`config.mk`:
```
export PLATFORM = sky130hd
export DESIGN_NAME = pec_controller
export DESIGN_NICKNAME = d
export VERILOG_FILES = /design/src/pec_pkg.sv /design/src/pec_controller.sv
export SDC_FILE = /design/constraint.sdc
export NUM_CORES = 1
export LEC_CHECK = 0
export BUFFER_PORTS_ARGS = -buffer_cell sky130_fd_sc_hd__buf_2
export CAP_MARGIN = 40
export CORE_AREA = 2 2 39 41
export DETAILED_ROUTE_END_ITERATION = 10
export DIE_AREA = 0 0 41 43
export GPL_TIMING_DRIVEN = 0
export PLACE_DENSITY = 0.73
export SYNTH_ARGS = -nofsm -noshare
export SYNTH_HDL_FRONTEND = slang
export SYNTH_SLANG_ARGS = --single-unit
```
`constraint.sdc`:
```
create_clock -name clock -period 1.78 [get_ports clock]
set_input_delay 0.089 -clock clock [delete_from_list [all_inputs] [get_ports clock]]
set_output_delay 0.089 -clock clock [all_outputs]
set_load 0.02 [all_outputs]
```
`src/pec_pkg.sv`:
```
`default_nettype none

package pec_pkg;

   localparam int MAX_SEGMENTS_DEFAULT = 64;
   localparam int COORD_BITS_DEFAULT   = 32;
   localparam int IN_COORD_W           = 32;
   localparam int SEG_INDEX_W          = 6;

   typedef struct packed {
      logic load;
      logic chain_start;
      logic open_step;
      logic open_capture;
      logic scan_start;
      logic scan_run;
      logic emit;
      logic emit_ring_end;
      logic emit_error;
      logic emit_last;
      logic take;
      logic clear_set;
   } pec_cmd_type;

   typedef struct packed {
      logic open_done;
      logic open_used;
      logic closed;
      logic scan_busy;
      logic any_hit;
      logic out_free;
   } pec_status_type;

endpackage

`default_nettype wire

```
`src/pec_controller.sv`:
```
`default_nettype none

module pec_controller (
   input  wire logic                    clock,
   input  wire logic                    reset,
   input  wire logic                    req_valid,
   input  wire logic                    req_last_segment,
   output logic                         req_ready,
   input  wire pec_pkg::pec_status_type status,
   output pec_pkg::pec_cmd_type         cmd
);

   import pec_pkg::*;

   localparam logic [3:0] S_IDLE       = 4'd0;
   localparam logic [3:0] S_FIND_OPEN  = 4'd1;
   localparam logic [3:0] S_OPEN_DATA  = 4'd2;
   localparam logic [3:0] S_CHECK      = 4'd3;
   localparam logic [3:0] S_SCAN       = 4'd4;
   localparam logic [3:0] S_EMIT_MID   = 4'd5;
   localparam logic [3:0] S_EMIT_CLOSE = 4'd6;
   localparam logic [3:0] S_EMIT_FINAL = 4'd7;
   localparam logic [3:0] S_EMIT_DEAD  = 4'd8;

   logic [3:0] state_ff;
   logic [3:0] state_in;
   logic       pend_ff;
   logic       pend_in;

   assign req_ready = state_ff == S_IDLE;

   always_comb begin
      state_in = state_ff;
      pend_in  = pend_ff;
      cmd      = '0;
      unique case (state_ff)
         S_IDLE: begin
            if (req_valid) begin
               cmd.load = 1'b1;
               if (req_last_segment) begin
                  cmd.chain_start = 1'b1;
                  pend_in         = 1'b0;
                  state_in        = S_FIND_OPEN;
               end
            end
         end
         S_FIND_OPEN: begin
            if (status.open_done) begin
               if (pend_ff) begin
                  state_in = S_EMIT_FINAL;
               end else begin
                  cmd.clear_set = 1'b1;
                  state_in      = S_IDLE;
               end
            end else if (status.open_used) begin
               cmd.open_step = 1'b1;
            end else if (pend_ff) begin
               state_in = S_EMIT_CLOSE;
            end else begin
               state_in = S_OPEN_DATA;
            end
         end
         S_OPEN_DATA: begin
            cmd.open_capture = 1'b1;
            pend_in          = 1'b1;
            state_in         = S_CHECK;
         end
         S_CHECK: begin
            if (status.closed) begin
               state_in = S_FIND_OPEN;
            end else begin
               cmd.scan_start = 1'b1;
               state_in       = S_SCAN;
            end
         end
         S_SCAN: begin
            cmd.scan_run = 1'b1;
            if (!status.scan_busy) begin
               state_in = status.any_hit ? S_EMIT_MID : S_EMIT_DEAD;
            end
         end
         S_EMIT_MID: begin
            if (status.out_free) begin
               cmd.emit = 1'b1;
               cmd.take = 1'b1;
               state_in = S_CHECK;
            end
         end
         S_EMIT_CLOSE: begin
            if (status.out_free) begin
               cmd.emit          = 1'b1;
               cmd.emit_ring_end = 1'b1;
               pend_in           = 1'b0;
               state_in          = S_FIND_OPEN;
            end
         end
         S_EMIT_FINAL: begin
            if (status.out_free) begin
               cmd.emit          = 1'b1;
               cmd.emit_ring_end = 1'b1;
               cmd.emit_last     = 1'b1;
               cmd.clear_set     = 1'b1;
               pend_in           = 1'b0;
               state_in          = S_IDLE;
            end
         end
         S_EMIT_DEAD: begin
            if (status.out_free) begin
               cmd.emit       = 1'b1;
               cmd.emit_error = 1'b1;
               cmd.emit_last  = 1'b1;
               cmd.clear_set  = 1'b1;
               pend_in        = 1'b0;
               state_in       = S_IDLE;
            end
         end
         default: begin
            state_in = S_IDLE;
         end
      endcase
   end

   always_ff @(posedge clock) begin
      if (reset) begin
         state_ff <= S_IDLE;
         pend_ff  <= 1'b0;
      end else begin
         state_ff <= state_in;
         pend_ff  <= pend_in;
      end
   end

   // A scan only starts from a ring that is still open.
   a_scan_needs_open: assert property (@(posedge clock) disable iff (reset)
      cmd.scan_start |-> !status.closed)
      else $error("scan started on a closed ring");

   a_pending_on_emit: assert property (@(posedge clock) disable iff (reset)
      cmd.emit |-> pend_ff)
      else $error("word emitted with nothing pending");

   a_no_load_in_chain: assert property (@(posedge clock) disable iff (reset)
      state_ff != S_IDLE |-> !cmd.load)
      else $error("segment loaded while chaining");

endmodule

`default_nettype wire
```
==> results.yml, run 1 <==
status:
  outcome: "finished, final reports clean"
clock_tree:
  cts_buffers: 3
  clk_latency_ns: 0.24
  cts_hold_buf: 0
  clockRootBuffer: "clkbuf_4"
  cts.sinks: 5
  cts_tree: "yes"
  cts_resized: 0
  postCtsSetupBuffers: 0
  cts_buffer_depth: 2
  htreeDepth: 1
  cts.clk_slew.worst_paths_ns: 0.04
global_routing:
  grt-ovfl-total: 0
  grt_pass1_wl_um: 2130
  track_usage_pct: 17.6
  grt_start_max_net_pins: 11
  antenna_found_initial: 0
  first_global_vias: 524
die:
  die_y_um: 43
  dieArea_um2: 1760
  die_width_um: 41
  rows: 14
  io_pins: 23
  start_util_pct: 41.9
  core_um2: 1380
place:
  gp_congestion: 0.821
  place_area_um2: 709
  dp_hpwl_um: 1060
  port_buffers: 22
finish:
  layout-drive-gt1-share_pct: 41.2
  n_antenna_cell: 0
  final_util_pct: 53.3
  synthToLayoutAreaGrowth_pct: 27.4
  design_area_um2: 738
  fin_nets: 108
yosys:
  netlist_instances: 71
  ys_types: 35
  synth_top_area_share_pct: 17.3
  syn-cell-area_um2: 579
  synthTopCellsByArea: "dfxtp_1, mux2_4, nand2_1"
  yosys_warnings: 0
  yosysSeqAreaShare_pct: 17.3
  synth_area_leader_cell: "dfxtp_1"
  avgSynthCellArea_um2: 8.16
  synth-seq-cells: 5
  synthesis.nets: 81
critical_path:
  startpoint_type: "flop"
  arrival_ns: 1.58
  crit_required_ns: 1.69
  path_max_fanout: 10
  cp-end-kind: "output port"
  reg2regPathDepth: 4
  critPathKind: "flop to output port"
detailed_routing:
  drt-vias-per-instance: 5.43
  wirelength_um: 1360
  postRouteAntennaNets: 0
  wl_met3_um: 74
  met2WireLength_um: 632
  drc: 0
  top_layer_used: "met4"
  drt_iter0_markers: 5
  drt-met1-wl_um: 619
  first_pass_iters: 3
  wl_per_cell_um: 12.0
  num_vias: 614
sta:
  tightest_slew_ns: 0.346
  setup_tns_ns: 0
  fin_skew_ns: 0.00145
  hold_viol_final: 0
  rsz0062_at_grt: "false"
  post-route-period-util_pct: 93.9
  finalMaxSlewViolations: 0
  final.min_clock_period_ns: 1.67
  fmax_ghz: 0.598
  slew_headroom_pct: 76.7
  finalSetupViolations: 0
flow_run:
  cap_viol_max_count: 0
power_and_ir_drop:
  peakVddDrop_mv: 0.498
  powerDensity_nw_per_um2: 1020
  leakagePower_nw: 0.371
min_path:
  hold_path_class: "input port to flop"
  holdPathStages: 2
report_power, final:
group	switching (mW)	internal, mW
clock	0.0488	0.0849
combinational	0.237	0.212
sequential	0.0373	0.135
worst max-delay path, cell delays in order, from the launching register on:
cell and delay, ns:
dfxtp_2 0.36, buf_6 0.15, or3b_4 0.40, o21ai_1 0.12, nand3b_1 0.08, nand2_1 0.06
buf_2 0.16
registers in the layout (all words and copies together) (netlist names):
name,cells
pend_ff,1
state_ff,4
layout by cell type, fill, tap and decap left out, drive strengths merged, types with 3 or more instances in the layout:
cell | netlist | final
nor2 | 5 | 5
nand2b | 3 | 3
clkbuf | 0 | 4
nand3b | 4 | 4
buf | 5 | 27
a21oi | 4 | 4
nand2 | 8 | 8
nor2b | 3 | 3
dfxtp | 5 | 5
kinds of logic (layout without fill, tap and decap cells):
logic type | Yosys count | in the layout | synth area share, %
compound gates | 11 | 11 | 13.0
buf+inv | 7 | 33 | 8.64
flops | 5 | 5 | 17.3
mux | 4 | 4 | 8.64
simple gates | 44 | 44 | 52.5
final cells by class:
| cell class | instances | area, um^2 |
|---|---|---|
| timing repair buffer | 22 | 110 |
| fill | 128 | 646 |
| sequential | 5 | 103 |
| multi-input combinational | 59 | 429 |
| tap | 16 | 20.0 |
| clock buffer | 4 | 26.3 |
| buffer | 5 | 42.5 |
| inverter | 2 | 7.51 |
path summary, 6_finish.rpt:
check	startpoint	end	slack [ns]
worst max register to register	state_ff[0]$_SDFFE_PP0P_	state_ff[1]$_SDFFE_PP0P_	0.23
worst max-delay path	state_ff[2]$_SDFFE_PP0P_	cmd[0]	0.11
worst min-delay path	reset	pend_ff$_SDFFE_PP0P_	0.12
worst min register to register	pend_ff$_SDFFE_PP0P_	pend_ff$_SDFFE_PP0P_	0.55
routing by layer:
metal,up-vias,GRT usage [%]
met2,19,28.1
met4,0,10.0
met3,4,3.14
met5,-,0
li1,309,-
met1,282,20.8
through the flow:
step                hold slack [ns]  std cells  worst slack (ns)  power, mW
floorplan                     0.158         71            0.0524      0.515
finish                        0.117        113             0.108      0.756
global route                  0.127        113           0.00477      0.814
detailed placement            0.360        109             0.189      0.623
global placement              0.355        109             0.206      0.621
CTS                           0.112        113           0.00971      0.757
cells in the mapped netlist (all sizes together):
cell,count
nand3,2
dfxtp,5
nor4b,2
o211ai,1
buf,5
or3b,1
and4b,1
nor4,1
nand2b,3
nor2b,3
o21ai,2
or2,1
mux2,2
or2b,1
or3,2
a211oi,1
a311o,1
nor3b,2
o31a,1
nand4b,2
nor3,2
and3b,2
o21bai,1
a21oi,4
and2,1
nor2,5
mux2i,2
and3,1
nand3b,4
inv,2
nand2,8
No activity file was read; power rests on OpenSTA's default activity.
==> run 2, diff against run 1 <==
REMOVE_ABC_BUFFERS = 1   (was not set)
SKIP_LAST_GASP = 1   (was not set)
==> run 2 against run 1 <==
Critical path depth decreased by 2. Register-to-register slack got worse by 0.02 ns. Clock skew is 0.00062 ns higher. Core utilization down 2.5 points. Clock power barely moved. Total power is 3.3% lower. Critical endpoint is now cmd[5]. Combinational power fell by 16%.
==> results.yml, run 2 (synthesized netlist as in run 1, its figures left out) <==
clock_tree:
  clk_latency_ns: 0.24
  cts_tree: "yes"
  clockRootBuffer: "clkbuf_4"
  cts_buffer_depth: 2
  cts.sinks: 5
  cts.clk_slew.worst_paths_ns: 0.04
  postCtsSetupBuffers: 0
  htreeDepth: 1
  cts_buffers: 3
critical_path:
  critPathKind: "flop to output port"
  arrival_ns: 1.57
  startpoint_type: "flop"
  path_max_fanout: 17
  crit_required_ns: 1.69
  cp-end-kind: "output port"
  critPathMaxStageDelay_ns: 0.49
  path_cells: "nand4b_1 -> inv_1 -> or3_1 -> buf_2"
  cp_slowest_cell: "dfxtp_2"
min_path:
  hold_path_class: "input port to flop"
sta:
  rsz0062_at_grt: "false"
  fin_skew_ns: 0.00207
  post-route-period-util_pct: 93.4
  finalMaxSlewViolations: 0
  tightest_slew_ns: 0.330
  slew_headroom_pct: 77.8
  finalSetupViolations: 0
  hold_ws_ns: 0.115
  fmax_ghz: 0.601
  final.min_clock_period_ns: 1.66
  hold_viol_final: 0
power_and_ir_drop:
  powerDensity_nw_per_um2: 1040
  p_int_mw: 0.422
  p_sw_share_pct: 42.2
  leakagePower_nw: 0.344
  peakVddDrop_mv: 0.514
  power_switching_mw: 0.309
  clkPwrFrac_pct: 18.0
  power_frac_comb_pct: 51.9
  power_frac_seq_pct: 30.1
detailed_routing:
  drt_iter0_markers: 4
  met2WireLength_um: 563
  drc: 0
  first_pass_iters: 2
  wirelength_um: 1280
  drt-vias-per-instance: 5.35
  postRouteAntennaNets: 0
  num_vias: 578
  wl_per_cell_um: 11.8
  drt-met1-wl_um: 618
  wl_met3_um: 79
  top_layer_used: "met4"
place:
  port_buffers: 22
  place_area_um2: 667
  gp_congestion: 0.708
  dp_hpwl_um: 948
global_routing:
  antenna_found_initial: 0
  track_usage_pct: 15.7
  first_global_vias: 475
  grt_start_max_net_pins: 18
  grt-ovfl-total: 0
  grt_pass1_wl_um: 1960
die:
  dieArea_um2: 1760
  start_util_pct: 41.9
  die_width_um: 41
  die_y_um: 43
  io_pins: 23
  core_um2: 1380
  rows: 14
finish:
  design_area_um2: 703
  final_common_cell: "buf_2"
  fin_nets: 103
  final_cell_mix: "buf_2, nand2_1, nor2_1"
  reg_top3: "state_ff: 4 flops, pend_ff: 1 flops"
  synthToLayoutAreaGrowth_pct: 21.4
  largest_register_ffs: 4
  n_antenna_cell: 0
  regMostFlops: "state_ff"
  layout-drive-gt1-share_pct: 40.2
  n_fill_cell: 141
status:
  outcome: "finished, final reports clean"
flow_run:
  cap_viol_max_count: 0
==> run 2: cell count changes in the layout (fill, tap and decap cells not counted) <==
cell     before  now
dfxtp_1       3    1
buf_2        23   22
buf_6         2    0
buf_4         2    0
dfxtp_4       0    2
==> run 2: worst paths after layout <==
kind	from	cells past startpoint	slack (ns)	end
worst min-delay path	reset	2	0.12	pend_ff$_SDFFE_PP0P_
worst max-delay path	state_ff[2]$_SDFFE_PP0P_	4	0.12	cmd[5]
worst max register to register	state_ff[2]$_SDFFE_PP0P_	4	0.21	state_ff[1]$_SDFFE_PP0P_
worst min register to register	pend_ff$_SDFFE_PP0P_	2	0.54	pend_ff$_SDFFE_PP0P_
==> run 2: what timing repair did <==
action	in CTS	in global routing
endpoints found under the setup margin	2	1
resized for setup	3	3
hold buffers	0	0
endpoints found under the hold margin	0	0
==> run 2: metrics by stage <==
step | std cells | total power, mW | TNS, ns | setup WS, ns | util [%]
6_report | 108 | 0.731 | 0 | 0.117 | 50.8
3_5_place_dp | 104 | 0.592 | 0 | 0.0115 | 48.2
3_3_place_gp | 104 | 0.586 | 0 | 0.0274 | 48.2
4_1_cts | 108 | 0.730 | 0 | 0.0411 | 50.4
2_1_floorplan | 66 | 0.491 | -0.0665 | -0.0333 | -
5_1_grt | 108 | 0.792 | 0 | 0.0303 | 50.8
==> run 2: worst max-delay path, delay by kind of cell, from the launching register on <==
family        cells  cell delay [ns]
flops             1             0.49
buf+inv           2             0.23
simple gates      2             0.61
==> run 2: power by group through the flow <==
| stage | Clock, mW | Combinational, mW | Sequential (mW) |
|---|---|---|---|
| CTS | 0.135 | 0.384 | 0.211 |
| global route | 0.147 | 0.419 | 0.227 |
| floorplan | 0 | 0.303 | 0.189 |
| detailed placement | 0 | 0.383 | 0.209 |
| global placement | 0 | 0.378 | 0.208 |
| finish | 0.131 | 0.380 | 0.220 |
==> run 2: metal layers <==
metal | global-route usage (%) | vias up
met2 | 23.1 | 18
met1 | 22.7 | 258
met3 | 1.57 | 2
met5 | 0 | -
li1 | - | 300
met4 | 6.00 | 0
==> run 2: final cells by class <==
| class | instances | area (um^2) | area share [%] |
|---|---|---|---|
| multi-input cells | 59 | 429 | 61.0 |
| flip-flops and latches | 5 | 110 | 15.7 |
| well taps | 16 | 20.0 | 2.85 |
| clock buffers | 4 | 26.3 | 3.74 |
| inverters | 2 | 7.51 | 1.07 |
| repair buffers | 22 | 110 | 15.7 |
==> run 3, diff against run 2 <==
ABC_AREA = 1   (was not set)
PLACE_DENSITY = 0.71   (was 0.73)
==> run 3 against run 2 <==
Largest power group unchanged. Core utilization is 0.091 points higher. Register-to-register slack better by 0.26 ns. Hold slack got worse by 0.062 ns. Clock power fell by 5%. Final area increased by 0.18%. Total power is 43% higher. Highest routed layer is now met3.
==> results.yml, run 3 <==
yosys:
  syn-cell-area_um2: 556
  synth-seq-cells: 5
  synth_compound_area_share_pct: 9.46
  synth_mux_area_share_pct: 0
  yosys-top-cells-count: "nand2_1, inv_1, nor2_1"
  synth_simple_gate_area_share_pct: 59.0
  ys_types: 18
  avgSynthCellArea_um2: 5.61
  yosysSeqAreaShare_pct: 18.0
  synthFlopType: "dfxtp_1"
  synth_edf_count: 0
  synth_most_common_cell: "nand2_1"
  synth_top_area_share_pct: 21.6
  synthTopCellsByArea: "nand2_1, dfxtp_1, inv_1"
  synthAdderAreaFrac_pct: 0
  netlist_instances: 99
  async_flop_share_pct: 0
  yosys_warnings: 0
  synth_area_leader_cell: "nand2_1"
  synth_top_family_by_area: "simple AND/OR/NAND/NOR gates"
  synth-xor-area-share_pct: 0
finish:
  regMostFlops: "state_ff"
  layout-drive-gt1-share_pct: 33.1
  largest_register_ffs: 4
  reg_top3: "state_ff: 4 flops, pend_ff: 1 flops"
  fin_nets: 135
  n_antenna_cell: 0
  final_cell_mix: "nand2_1, buf_2, inv_1"
  final_common_cell: "nand2_1"
  n_fill_cell: 156
  synthToLayoutAreaGrowth_pct: 26.8
clock_tree:
  clk_latency_ns: 0.23
  postCtsSetupBuffers: 0
  cts_buffer_depth: 2
  cts_tree: "yes"
  clockRootBuffer: "clkbuf_4"
  cts_buffers: 3
  cts.sinks: 5
  cts_hold_buf: 0
  htreeDepth: 1
  cts_resized: 0
  cts.clk_slew.worst_paths_ns: 0.04
global_routing:
  antenna_found_initial: 0
  grt-ovfl-total: 0
  grt_pass1_wl_um: 1990
  first_global_vias: 528
  track_usage_pct: 16.3
  grt_start_max_net_pins: 9
detailed_routing:
  wirelength_um: 1260
  drc: 0
  num_vias: 633
  postRouteAntennaNets: 0
  first_pass_iters: 4
  drt_iter0_markers: 12
  wl_per_cell_um: 8.99
  drt-vias-per-instance: 4.52
power_and_ir_drop:
  p_sw_share_pct: 54.3
  powerDensity_nw_per_um2: 1490
  p_int_mw: 0.479
  power_switching_mw: 0.569
  power_frac_comb_pct: 67.8
  peakVddDrop_mv: 0.697
  clkPwrFrac_pct: 11.9
  power_mw: 1.05
  leakagePower_nw: 0.430
  power_frac_seq_pct: 20.3
die:
  start_util_pct: 40.1
  core_um2: 1380
  rows: 14
  io_pins: 23
  die_y_um: 43
  die_width_um: 41
  dieArea_um2: 1760
sta:
  fin_skew_ns: 0.000263
  slew_headroom_pct: 80.4
  post-route-period-util_pct: 87.1
  fmax_ghz: 0.645
  hold_viol_final: 0
  finalSetupViolations: 0
  final.min_clock_period_ns: 1.55
  rsz0062_at_grt: "false"
  finalMaxSlewViolations: 0
  setup_tns_ns: 0
  tightest_slew_ns: 0.293
critical_path:
  arrival_ns: 1.46
  critPathKind: "flop to output port"
  startpoint_type: "flop"
  path_max_fanout: 6
  cp-end-kind: "output port"
  crit_required_ns: 1.69
flow_run:
  cap_viol_max_count: 0
place:
  gp_congestion: 0.852
  port_buffers: 22
  dp_hpwl_um: 1120
min_path:
  hold_path_class: "input port to flop"
status:
  outcome: "finished, final reports clean"
[run 3: cell count changes after synthesis, sizes merged, moves of 3 or more]
cell and change:
nor2 +15, buf -4, inv +16, nand2b -3
nand2 +25, nand3 +9, nor2b -3, nand3b -4
[run 3: cells by family (layout without fill, tap and decap cells)]
| family | Yosys count | count (layout) |
|---|---|---|
| and+or+nand+nor | 66 | 66 |
| buffers and inverters | 19 | 44 |
| AOI/OAI and AO/OA | 9 | 9 |
| DFF | 5 | 5 |
[run 3: final cells by class]
| type | instances | area (um^2) | area share, % |
|---|---|---|---|
| Inverter | 18 | 67.6 | 9.59 |
| Timing Repair Buffer | 22 | 110 | 15.6 |
| Multi-Input combinational cell | 75 | 380 | 54.0 |
| Clock buffer | 4 | 26.3 | 3.73 |
| Sequential cell | 5 | 100 | 14.2 |
| Tap cell | 16 | 20.0 | 2.84 |
[run 3: routing by layer]
metal | routed length (um) | global-route usage [%] | part of all wire (%) | vias to the layer above
met5 | 0 | 0 | 0 | -
met4 | 0 | 8.00 | 0 | 0
met3 | 46 | 3.14 | 3.7 | 0
met2 | 640 | 26.6 | 51 | 13
met1 | 572 | 19.0 | 45 | 264
li1 | - | - | - | 356
[run 3: worst max-delay path: stages (launching register included)]
cell and delay, ns:
dfxtp_1 0.37, nor2_4 0.22, nand3_2 0.16, o21ai_0 0.11
inv_1 0.08, o22ai_1 0.11, buf_2 0.19
[run 3: power groups by stage]
stage	sequential, mW	clock, mW	combinational [mW]
after detailed placement	0.214	0	0.712
after global placement	0.213	0	0.708
after global routing	0.220	0.148	0.800
final	0.212	0.125	0.711
after CTS	0.213	0.132	0.714
after floorplan	0.206	0	0.552
[run 3: path summary, 6_finish.rpt]
| path | startpoint | to | slack, ns | cells after the start |
|---|---|---|---|---|
| min reg2reg | pend_ff$_SDFFE_PP0P_ | pend_ff$_SDFFE_PP0P_ | 0.50 | 2 |
| max reg2reg | state_ff[2]$_SDFFE_PP0P_ | state_ff[1]$_SDFFE_PP0P_ | 0.47 | 8 |
| max | state_ff[0]$_SDFFE_PP0P_ | cmd[0] | 0.23 | 6 |
| min | reset | state_ff[0]$_SDFFE_PP0P_ | 0.05 | 2 |
[run 3: through the flow]
step	utilization [%]	worst slack (ns)	instance area [um^2]	instances	hold slack [ns]
global placement	49.0	0.479	678	136	0.297
finish	50.9	0.230	704	140	0.0529
floorplan	-	0.483	548	98	0.158
detailed placement	49.0	0.469	678	136	0.300
global route	50.9	0.102	704	140	0.0393
CTS	50.9	0.205	704	140	0.0469
